**src/hdl/sfms_pkg.sv**
```systemverilog
// Shared types and constants for the substring first-match search core.
// No dependencies; compile first.
`default_nettype none

package sfms_pkg;

    // Field widths of the item and result channels
    localparam int DATA_W   = 8;
    localparam int PIDX_W   = 7;
    localparam int CFG_W    = 8;
    localparam int RESOFF_W = 32;

    // Item function codes
    localparam logic FUNC_PATTERN = 1'b0;
    localparam logic FUNC_TEXT    = 1'b1;

    // Broadcast control to every match cell
    typedef struct packed {
        logic              shift;     // text byte advances the match vector
        logic              clear;     // end of search, drop all match bits
        logic [DATA_W-1:0] data_byte; // pattern byte or text byte
    } t_cell_ctl;

endpackage

`default_nettype wire

```
**src/hdl/sfms_if.sv**
```systemverilog
// Valid/ready channel interfaces for the search core: item input and result output.
// Depends on sfms_pkg for field widths.
`default_nettype none

interface sfms_in_if;
    logic                        valid;
    logic                        ready;
    logic                        func;
    logic [sfms_pkg::PIDX_W-1:0] pattern_index;
    logic [sfms_pkg::DATA_W-1:0] data_byte;
    logic                        last_byte;

    modport source (output valid, func, pattern_index, data_byte, last_byte,
                    input ready);
    modport sink (input valid, func, pattern_index, data_byte, last_byte,
                  output ready);
endinterface

interface sfms_out_if;
    logic                          valid;
    logic                          ready;
    logic                          found;
    logic [sfms_pkg::RESOFF_W-1:0] match_offset;

    modport source (output valid, found, match_offset, input ready);
    modport sink (input valid, found, match_offset, output ready);
endinterface

`default_nettype wire

```
**src/hdl/sfms_cell.sv**
```systemverilog
// One pattern position of the shift-and match chain: pattern byte and prefix-match bit.
// Depends on sfms_pkg for the control struct.
`default_nettype none

module sfms_cell (
    input  wire logic                        i_clk,
    input  wire logic                        i_rst_n,
    input  wire sfms_pkg::t_cell_ctl         i_ctl,
    input  wire logic                        i_wr,
    input  wire logic                        i_prev_match,
    output logic                             o_match,
    output logic                             o_shift_match
);
    import sfms_pkg::*;

    logic [DATA_W-1:0] r_pat;
    logic              r_match;
    logic              n_match;

    // Load the pattern byte for this position
    always_ff @(posedge i_clk) begin
        if (i_wr) begin
            r_pat <= i_ctl.data_byte;
        end
    end

    // Extend the neighbor's prefix match by this byte
    assign o_shift_match = i_prev_match && (r_pat == i_ctl.data_byte);

    always_comb begin
        n_match = r_match;
        if (i_ctl.clear) begin
            n_match = 1'b0;
        end else if (i_ctl.shift) begin
            n_match = o_shift_match;
        end
    end

    always_ff @(posedge i_clk) begin
        if (!i_rst_n) begin
            r_match <= 1'b0;
        end else begin
            r_match <= n_match;
        end
    end

    assign o_match = r_match;

endmodule

`default_nettype wire

```
**src/hdl/substring_first_match_search_core.sv**
```systemverilog
// Substring first-match search core: top level with match chain and result buffer.
// Depends on sfms_pkg, sfms_in_if / sfms_out_if and sfms_cell.
`default_nettype none

// Pattern items (func 0) load one byte into the cell at pattern_index; text
// items (func 1) stream through a row of MAX_PATTERN shift-and cells, one
// item per clock while ready. The first full match of pattern_length bytes
// gives a result with found = 1 and the zero-based start offset; a search that
// ends on last_byte without a match gives found = 0, offset 0. Bytes after a
// match are dropped until last_byte. Results are registered; the cell compare
// plus the select of the bit at pattern_length-1 set the clock period. A
// two-entry result buffer keeps the input open while one result waits. The
// user must write pattern_length only while the core is idle; the core does
// not enforce it. No clearing pass is needed after reset.
module substring_first_match_search_core #(
    parameter int MAX_PATTERN = 128,
    parameter int OFFSET_BITS = 32
) (
    input  wire logic                      i_clk,
    input  wire logic                      i_rst_n,
    input  wire logic                      i_cfg_valid,
    output logic                           o_cfg_ready,
    input  wire logic [sfms_pkg::CFG_W-1:0] i_cfg_data,
    sfms_in_if.sink                        i_item,
    sfms_out_if.source                     o_result
);
    import sfms_pkg::*;

    localparam int LEN_W = $clog2(MAX_PATTERN + 1);
    localparam int IDX_W = $clog2(MAX_PATTERN);
    localparam logic [OFFSET_BITS-1:0] POS_MAX = '1;

    // Configuration derived at write time
    logic [LEN_W-1:0]       cfg_len;
    logic [LEN_W-1:0]       cfg_len_m1;
    logic                   r_len_zero;
    logic [IDX_W-1:0]       r_last_idx;
    logic [OFFSET_BITS-1:0] r_back;

    // Search state
    logic [OFFSET_BITS-1:0] r_pos;
    logic                   r_done;

    // Result buffer
    logic                   r_out_valid;
    logic                   r_out_found;
    logic [RESOFF_W-1:0]    r_out_offset;
    logic                   r_skid_valid;
    logic                   r_skid_found;
    logic [RESOFF_W-1:0]    r_skid_offset;

    logic                   acc;
    logic                   pat_wr;
    logic                   is_text;
    logic                   active;
    logic                   hit;
    logic                   res_valid;
    logic [OFFSET_BITS-1:0] offset;
    logic [63:0]            offset_wide;
    logic [RESOFF_W-1:0]    res_offset;
    logic                   out_take;
    t_cell_ctl              ctl;

    logic [MAX_PATTERN-1:0] match_vec;
    logic [MAX_PATTERN-1:0] shift_vec;
    logic [MAX_PATTERN-1:0] wr_sel;

    assign o_cfg_ready = 1'b1;

    // Clamp the written length to the chain size
    always_comb begin
        if (32'(i_cfg_data) > MAX_PATTERN) begin
            cfg_len = LEN_W'(MAX_PATTERN);
        end else begin
            cfg_len = LEN_W'(i_cfg_data);
        end
        cfg_len_m1 = cfg_len - LEN_W'(1);
    end

    always_ff @(posedge i_clk) begin
        if (!i_rst_n) begin
            r_len_zero <= 1'b1;
            r_last_idx <= '0;
            r_back     <= '0;
        end else if (i_cfg_valid) begin
            r_len_zero <= (cfg_len == '0);
            r_last_idx <= cfg_len_m1[IDX_W-1:0];
            r_back     <= OFFSET_BITS'(cfg_len_m1);
        end
    end

    // Decode the accepted item
    assign i_item.ready = !r_skid_valid;
    assign acc          = i_item.valid && i_item.ready;
    assign pat_wr       = acc && (i_item.func == FUNC_PATTERN);
    assign is_text      = acc && (i_item.func == FUNC_TEXT);
    assign active       = is_text && !r_done;

    assign ctl.shift     = active && !r_len_zero;
    assign ctl.clear     = is_text && i_item.last_byte;
    assign ctl.data_byte = i_item.data_byte;

    // Row of match cells, each fed by its left neighbor
    genvar k;
    generate
        for (k = 0; k < MAX_PATTERN; k++) begin : g_cell
            logic prev;
            if (k == 0) begin : g_head
                assign prev = 1'b1;
            end else begin : g_link
                assign prev = match_vec[k-1];
            end
            if (k < (1 << PIDX_W)) begin : g_wr
                assign wr_sel[k] = pat_wr && (i_item.pattern_index == PIDX_W'(k));
            end else begin : g_nowr
                assign wr_sel[k] = 1'b0;
            end
            sfms_cell u_cell (
                .i_clk         (i_clk),
                .i_rst_n       (i_rst_n),
                .i_ctl         (ctl),
                .i_wr          (wr_sel[k]),
                .i_prev_match  (prev),
                .o_match       (match_vec[k]),
                .o_shift_match (shift_vec[k])
            );
        end
    endgenerate

    // Detect the first full match and form the result
    assign hit       = active && (r_len_zero || shift_vec[r_last_idx]);
    assign res_valid = hit || (active && i_item.last_byte);

    always_comb begin
        if (r_len_zero) begin
            offset = '0;
        end else begin
            offset = r_pos - r_back;
        end
        offset_wide = 64'(offset);
        res_offset  = hit ? offset_wide[RESOFF_W-1:0] : '0;
    end

    // Advance the text position and track a reported match
    always_ff @(posedge i_clk) begin
        if (!i_rst_n) begin
            r_pos  <= '0;
            r_done <= 1'b0;
        end else if (ctl.clear) begin
            r_pos  <= '0;
            r_done <= 1'b0;
        end else if (active) begin
            if (r_pos != POS_MAX) begin
                r_pos <= r_pos + OFFSET_BITS'(1);
            end
            if (hit) begin
                r_done <= 1'b1;
            end
        end
    end

    // Output register with skid entry
    assign out_take = r_out_valid && o_result.ready;

    always_ff @(posedge i_clk) begin
        if (!i_rst_n) begin
            r_out_valid  <= 1'b0;
            r_skid_valid <= 1'b0;
        end else if (r_out_valid && !out_take) begin
            if (res_valid) begin
                r_skid_valid <= 1'b1;
            end
        end else if (r_skid_valid) begin
            r_out_valid  <= 1'b1;
            r_skid_valid <= 1'b0;
        end else begin
            r_out_valid <= res_valid;
        end
    end

    always_ff @(posedge i_clk) begin
        if (r_out_valid && !out_take) begin
            if (res_valid) begin
                r_skid_found  <= hit;
                r_skid_offset <= res_offset;
            end
        end else if (r_skid_valid) begin
            r_out_found  <= r_skid_found;
            r_out_offset <= r_skid_offset;
        end else if (res_valid) begin
            r_out_found  <= hit;
            r_out_offset <= res_offset;
        end
    end

    assign o_result.valid        = r_out_valid;
    assign o_result.found        = r_out_found;
    assign o_result.match_offset = r_out_offset;

endmodule

`default_nettype wire

```
**src/flat_wrapper.sv**
```systemverilog
// flat-port wrapper written by rule: the top's interface ports become plain ports
module substring_first_match_search_core_flat import sfms_pkg::*;
#(
    parameter int MAX_PATTERN = 128,
    parameter int OFFSET_BITS = 32
)
  (i_clk, i_rst_n, i_cfg_valid, o_cfg_ready, i_cfg_data, i_item_valid, i_item_func, i_item_pattern_index, i_item_data_byte, i_item_last_byte, i_item_ready, o_result_valid, o_result_found, o_result_match_offset, o_result_ready);
  sfms_in_if i_item_i ();
  sfms_out_if o_result_i ();
  input  wire logic i_clk;
  input  wire logic i_rst_n;
  input  wire logic i_cfg_valid;
  output logic o_cfg_ready;
  input  wire logic [sfms_pkg::CFG_W-1:0] i_cfg_data;
  input wire logic [$bits(i_item_i.valid)-1:0] i_item_valid;
  input wire logic [$bits(i_item_i.func)-1:0] i_item_func;
  input wire logic [$bits(i_item_i.pattern_index)-1:0] i_item_pattern_index;
  input wire logic [$bits(i_item_i.data_byte)-1:0] i_item_data_byte;
  input wire logic [$bits(i_item_i.last_byte)-1:0] i_item_last_byte;
  output wire logic [$bits(i_item_i.ready)-1:0] i_item_ready;
  output wire logic [$bits(o_result_i.valid)-1:0] o_result_valid;
  output wire logic [$bits(o_result_i.found)-1:0] o_result_found;
  output wire logic [$bits(o_result_i.match_offset)-1:0] o_result_match_offset;
  input wire logic [$bits(o_result_i.ready)-1:0] o_result_ready;
  assign i_item_i.valid = i_item_valid;
  assign i_item_i.func = i_item_func;
  assign i_item_i.pattern_index = i_item_pattern_index;
  assign i_item_i.data_byte = i_item_data_byte;
  assign i_item_i.last_byte = i_item_last_byte;
  assign i_item_ready = i_item_i.ready;
  assign o_result_valid = o_result_i.valid;
  assign o_result_found = o_result_i.found;
  assign o_result_match_offset = o_result_i.match_offset;
  assign o_result_i.ready = o_result_ready;
  substring_first_match_search_core #(.MAX_PATTERN(MAX_PATTERN), .OFFSET_BITS(OFFSET_BITS)) u_core (.i_clk(i_clk), .i_rst_n(i_rst_n), .i_cfg_valid(i_cfg_valid), .o_cfg_ready(o_cfg_ready), .i_cfg_data(i_cfg_data), .i_item(i_item_i), .o_result(o_result_i));
endmodule
```
**config.mk**
```make
export PLATFORM = sky130hd
export DESIGN_NAME = substring_first_match_search_core_flat
export DESIGN_NICKNAME = d
export VERILOG_FILES = /design/src/hdl/sfms_pkg.sv /design/src/hdl/sfms_if.sv /design/src/hdl/sfms_cell.sv /design/src/hdl/substring_first_match_search_core.sv /design/src/flat_wrapper.sv
export SDC_FILE = /design/constraint.sdc
export NUM_CORES = 2
export LEC_CHECK = 0
export ABC_CLOCK_PERIOD_IN_PS = 9500
export BUFFER_PORTS_ARGS = -buffer_cell sky130_fd_sc_hd__buf_4
export CAP_MARGIN = 0
export CORE_ASPECT_RATIO = 1.1
export CORE_MARGIN = 4
export CORE_UTILIZATION = 55
export CTS_CLUSTER_SIZE = 25
export DETAILED_ROUTE_END_ITERATION = 10
export GPL_TIMING_DRIVEN = 1
export PLACE_DENSITY = 0.7
export SLEW_MARGIN = 25
export SYNTH_ARGS = -nofsm -noshare
export SYNTH_HDL_FRONTEND = slang
export SYNTH_SLANG_ARGS = --single-unit
```
**constraint.sdc**
```tcl
create_clock -name i_clk -period 9.5 [get_ports i_clk]
set_input_delay 0.475 -clock i_clk [delete_from_list [all_inputs] [get_ports i_clk]]
set_output_delay 0.475 -clock i_clk [all_outputs]
set_load 0.05 [all_outputs]
```
# Word level (Yosys, flattened, before mapping)
# Index checks and enable logic that the tools add are counted.
[classes]
shift = 0
order_cmp = 2
n_bitwise = 3
add_sub_neg = 3
div = 0
n_reduce_logical = 280
n_mux = 10
eq_ne = 256
mul = 0
[op_table]
columns = ["operator", "count"]
rows = [
  ["8-bit == test", 128],
  ["7-bit == test (second input constant)", 64],
  ["1-bit logical AND", 265],
  ["7-bit by 6-bit == test with 1-bit output (second input constant)", 32],
  ["32-bit 2-to-1 mux", 4],
  ["7-bit by 5-bit == test with 1-bit output (second input constant)", 16],
  ["7-bit by 4-bit == test with 1-bit output (second input constant)", 8],
  ["32-bit by 1-bit adder with 32-bit output (second input constant)", 1],
  ["32-bit inequality test (second input constant)", 1],
  ["32-bit by 8-bit subtractor with 32-bit output", 1],
  ["7-bit by 3-bit == test with 1-bit output (second input constant)", 4],
  ["7-bit by 2-bit == test with 1-bit output (second input constant)", 2],
  ["2-bit AND reduction", 5],
  ["8-bit > comparator (second input constant)", 1],
  ["8-bit logical NOT", 1],
  ["7-bit by 8-bit < comparator with 1-bit output (second input constant)", 1],
  ["8-bit 2-to-1 mux", 1],
  ["8-bit by 1-bit subtractor with 8-bit output (second input constant)", 1],
  ["1-bit binary-select mux with 7-bit select", 1],
  ["7-bit by 1-bit == test with 1-bit output (second input constant)", 1],
  ["7-bit logical NOT", 1],
  ["1-bit logical NOT", 4],
  ["1-bit 2-to-1 mux", 4],
  ["1-bit NOT", 3],
  ["3 further kinds", 4],
]
[word_totals]
inputBits = 30
out_inout_bits = 36
ram_bits = 0
rom_bits = 0
elab_cells = 820
latchBits = 0
n_memories = 0
regBits = 1268

# Longest topological paths before layout
[logic_depth]
word_depth = 9
mapped_depth = 15

# By module
# Synthesis repeated with hierarchy kept, for this count alone.
[hier_totals]
cells_unflattened = 3938
area_unflattened_um2 = 55878.6
[by_module_without_submodules]
columns = ["mod", "cells_each", "seq_area_each_um2", "area_each_um2", "instances"]
rows = [
  ["sfms_cell", 24, 260.2, 379.1, 128],
  ["substring_first_match_search_core", 866, 2862.7, 7352.1, 1],
]

# Least setup slack after synthesis
# OpenSTA, ideal clock, no wires.
[synth_path]
kind = "input to register"
startpoint = "in i_item_data_byte[1]"
endpoint = "reg u_core.r_out_found (netlist: u_core.o_result.found), enable pin"
required_ns = 9.036
arrival_time_ns = 4.863
n_path_buf = 2
stages = 11
setup_time_ns = 0.464
slack_ns = 4.173
cell_sequence = "buf_4 buf_2 xnor2_1 nand4_1 or4b_2 a31oi_1 a211oi_1 a211o_1 o311ai_1 a2111oi_0 nor3_1"
[synth_between]
elab_chain_cells = 9
elab_cells_between_ends = 262
cone_classes = "eq/ne (128); mux (2); reduce/logical (132)"
[synth_lines]
columns = ["item", "line", "source"]
rows = [
  ["start, declared", "flat_wrapper.sv:18", "input wire logic [$bits(i_item_i.data_byte)-1:0] i_item_data_byte;"],
  ["8-bit == test", "sfms_cell.sv:28", "assign o_shift_match = i_prev_match && (r_pat == i_ctl.data_byte);"],
  ["1-bit logical AND", "sfms_cell.sv:28", ""],
  ["1-bit binary-select mux with 7-bit select (*)", "substring_first_match_search_core.sv:131", "assign hit = active && (r_len_zero || shift_vec[r_last_idx]);"],
  ["1-bit 2-to-1 mux (implied by the code) (*)", "substring_first_match_search_core.sv:131", ""],
  ["1-bit logical OR (*)", "substring_first_match_search_core.sv:131", ""],
  ["1-bit logical AND (*)", "substring_first_match_search_core.sv:131", ""],
  ["1-bit logical OR (*)", "substring_first_match_search_core.sv:132", "assign res_valid = hit || (active && i_item.last_byte);"],
  ["2-bit nonzero test (no source line) (*)", "--", ""],
  ["2-bit AND reduction (no source line) (*)", "--", ""],
  ["end signal, assigned", "substring_first_match_search_core.sv:188", "r_out_found <= r_skid_found;"],
  ["end signal, assigned", "substring_first_match_search_core.sv:191", "r_out_found <= hit;"],
  ["end, declared", "substring_first_match_search_core.sv:46", "logic r_out_found;"],
]
# Mark *: on every way between the ends. The rest lies on a longest branch, timed or not. The select of a mux whose other input is x is not followed.
# A chain may end at the register's enable or synchronous reset.

# Final worst setup path
[layout_path]
startpoint = "reg u_core.r_last_idx[0]"
endpoint = "reg u_core.r_skid_offset[11], enable pin"
[layout_between]
elab_chain_cells = 6
[layout_lines]
columns = ["item", "line", "source"]
rows = [
  ["start, declared", "substring_first_match_search_core.sv:37", "logic [IDX_W-1:0] r_last_idx;"],
  ["start signal, assigned", "substring_first_match_search_core.sv:87", "r_last_idx <= cfg_len_m1[IDX_W-1:0];"],
  ["1-bit binary-select mux with 7-bit select", "substring_first_match_search_core.sv:131", ""],
  ["1-bit 2-to-1 mux (implied by the code)", "substring_first_match_search_core.sv:131", ""],
  ["1-bit logical OR", "substring_first_match_search_core.sv:131", ""],
  ["1-bit logical AND", "substring_first_match_search_core.sv:131", ""],
  ["1-bit logical OR", "substring_first_match_search_core.sv:132", ""],
  ["2-bit AND reduction (no source line)", "--", ""],
  ["end signal, assigned", "substring_first_match_search_core.sv:185", "r_skid_offset <= res_offset;"],
  ["end, declared", "substring_first_match_search_core.sv:50", "logic [RESOFF_W-1:0] r_skid_offset;"],
]
# Every way passes these cells. The select of a mux whose other input is x is not followed.

==> impl_metrics.toml <==
[status]
status = "finished clean"

[clock_network]
cts_setup_buffers = 0
cts_hold_buf = 0
clock_latency_ns = 0.70
clock_sinks = 1261
clockBufferDepth = 3
htreeDepth = 3
cts_resized = 0
cts_buffers = 120
clkTransAtPathRegs_ns = 0.07
cts_tree = "yes"
root_buffer = "clkbuf_16"

[floorplan]
die_w_um = 309.7
die-area_mm2 = 0.1053
start_util = 0.5553
core_area_mm2 = 0.09916
io_pins = 66
die_y_um = 339.9
num_rows = 121

[critical_path]
worstPathRequired_ns = 9.88
crit_fanout = 67
criticalPathCategory = "reg -> reg"
arrival_ns = 5.44
worstSetupEndpointType = "flop"
worstSetupStartpointType = "flop"

[hold_path]
hold_path_class = "in -> reg"

[logic_synthesis]
yosys.area_share.simple = 0.1053
synth_top_family_by_area = "XOR/XNOR gates"
synthXorXnorAreaFrac = 0.1715
ys_seq_elements = 1261
netlist_area_mm2 = 0.05507
muxShareOfSynthArea = 0.004340
synth_adder_area_share = 0.002863
synth_compound_area_frac = 0.03311
ys_types = 82
synth.largest_area_cell = "edfxtp_1"
synth-edff-count = 1090
synthCells = 4096
ys_top_cells_by_area = "edfxtp_1 (59%), xnor2_1 (12%), dfxtp_1 (6.2%)"
ys_seq_area_frac = 0.6566
synthArstFlopShare = 0
synth_top_area_share = 0.5944
synth_top_flop_cell = "edfxtp_1"
yosysWarningCount = 0
syn_nets = 4138
yosys-top-cells-count = "edfxtp_1 (1090), xnor2_1 (737), xor2_1 (341)"
synth_most_common_cell = "edfxtp_1"
syn_area_per_cell_um2 = 13.44

[power_and_ir_drop]
vdd_drop_max_mv = 0.1527
p_leak_nw = 18.54
power.density_mw_per_mm2 = 191.0
p_total_mw = 11.55

[detailed_routing]
num_vias = 31750
wirelength_um = 123500
wire_per_inst_um = 22.42
antenna_left = 0
post_drt_via_cell_ratio = 5.767
dr.first_iter.drc_count = 2730
dr.pass1.iters = 7
drc = 0

[global_routing]
grt_antenna_before_repair = 2
grt_pass1_vias = 30970
overflow = 0
grt_use_total = 0.2331
grt_start_max_net_pins = 154
grt_first_pass_wirelength_um = 188300

[timing]
relSlewSlack = 0.2578
max_freq_mhz = 197.6
grt_setup_unrepaired = "false"
clock-skew-final_ns = 0.03010
period_needed_ns = 5.060
fin_crit_sh = 0.5327
hold_viol = 0
slew_violations = 0
setup_violations = 0
timing.setup.tns_ns = 0
worstMarginPinSlew_ns = 1.110

[finish]
num-fill-cells = 7496
drive_gt1_frac = 0.07972
final_nets = 4150
antenna_cells = 0
fin_util = 0.6099
syn_to_final_growth_pct = 9.825

[flow_run]
cap_violations = 0

[placement]
gp_congestion = 0.8065
port_buffers = 64
dp_hpwl_um = 73030
[kinds of logic after synthesis]
| group | Yosys count |
|---|---|
| adders and majority gates | 12 |
| DFF | 1261 |
| muxes | 21 |
| buffers and inverters | 252 |
| AOI/OAI and AO/OA | 290 |
| other | 1 |
| xor gates and xnor gates | 1078 |
| and+or+nand+nor | 1181 |
[metal layers]
layer	vias up	GRT usage	wire [um]
li1	14750	-	-
met1	15750	0.3240	53140
met2	1035	0.3765	58240
met3	216	0.03609	7917
met4	2	0.08194	4147
met5	-	0	13
[state kept, by name, summed over array words and instances, names as in the netlist, 2 cells and up]
register                      count
u_core.g_cell.u_cell.o_match    127
u_core.r_last_idx                 6
u_core.r_skid_offset             32
u_core.r_pos                     32
u_core.r_back                     2
u_core.g_cell.u_cell.r_pat     1024
u_core.o_result.match_offset     32
[metrics by stage]
step | cells | cell area (um^2) | hold WS [ns] | setup WS [ns]
6_report | 5506 | 60480 | 0.06284 | 4.440
2_1_floorplan | 4096 | 55070 | 0.4274 | 4.173
3_5_place_dp | 5275 | 56460 | 0.4437 | 3.708
3_3_place_gp | 5272 | 56420 | 0.4404 | 3.870
4_1_cts | 5504 | 60410 | 0.008588 | 4.184
5_1_grt | 5506 | 60480 | 0.04771 | 4.303
[path summary, 6_finish.rpt]
| kind | from | to | slack [ns] | cells past startpoint |
|---|---|---|---|---|
| max | u_core.r_last_idx[0] | u_core.r_skid_offset[11] | 4.44 | 11 |
| min | i_rst_n | u_core.r_skid_valid | 0.06 | 3 |
| max reg2reg | u_core.r_last_idx[0] | u_core.r_skid_offset[11] | 4.44 | 11 |
| min reg2reg | u_core.g_cell[81].u_cell.o_match | u_core.g_cell[81].u_cell.o_match | 0.45 | 2 |
[area by class of cell]
type	instances	area, um^2	share of cell area
clock buffer	174	3400	0.05621
clock inverter	55	549.3	0.009083
inverter	26	97.59	0.001614
multi-input combinational	2583	17540	0.2900
sequential	1261	36160	0.5979
tap	1291	1615	0.02671
timing repair buffer	116	1120	0.01852
[worst max-delay path, stage by stage, from the launching register on]
cell,delay [ns]
dfxtp_2,0.69
inv_1,0.43
buf_4,0.33
nand2_1,0.32
nor2_1,0.08
or4_1,0.54
o31a_1,0.36
o311ai_2,0.80
a211oi_4,0.12
buf_4,0.35
a21oi_4,0.47
buf_16,0.23
[placed cells by master (no fill, tap or decap), types with 7 or more instances in the layout]
master / n
a21oi_1: 133
or4_1: 10
nor2b_1: 13
nand2_1: 244
o21ai_0: 29
clkbuf_1: 38
buf_4: 92
mux2i_1: 16
clkbuf_16: 123
xor2_1: 341
buf_12: 11
inv_1: 24
nand4_1: 122
nand3_1: 142
edfxtp_1: 1090
or3_1: 9
clkinv_1: 11
ha_1: 11
a211oi_1: 11
bufinv_16: 9
dfxtp_1: 168
and3_1: 31
nor3_1: 116
o31ai_1: 31
a31oi_1: 7
clkinv_2: 25
xnor2_1: 737
clkbuf_8: 13
nor4_1: 154
nor2_1: 298
a22oi_1: 13
buf_8: 8
[power breakdown]
group          internal (mW)  switching (mW)  total [mW]
combinational          0.227           0.513       0.740
sequential              6.03          0.0171        6.05
clock                   2.73            2.03        4.76
total                   8.99            2.56        11.5
Power figures use the tool's default switching activity.
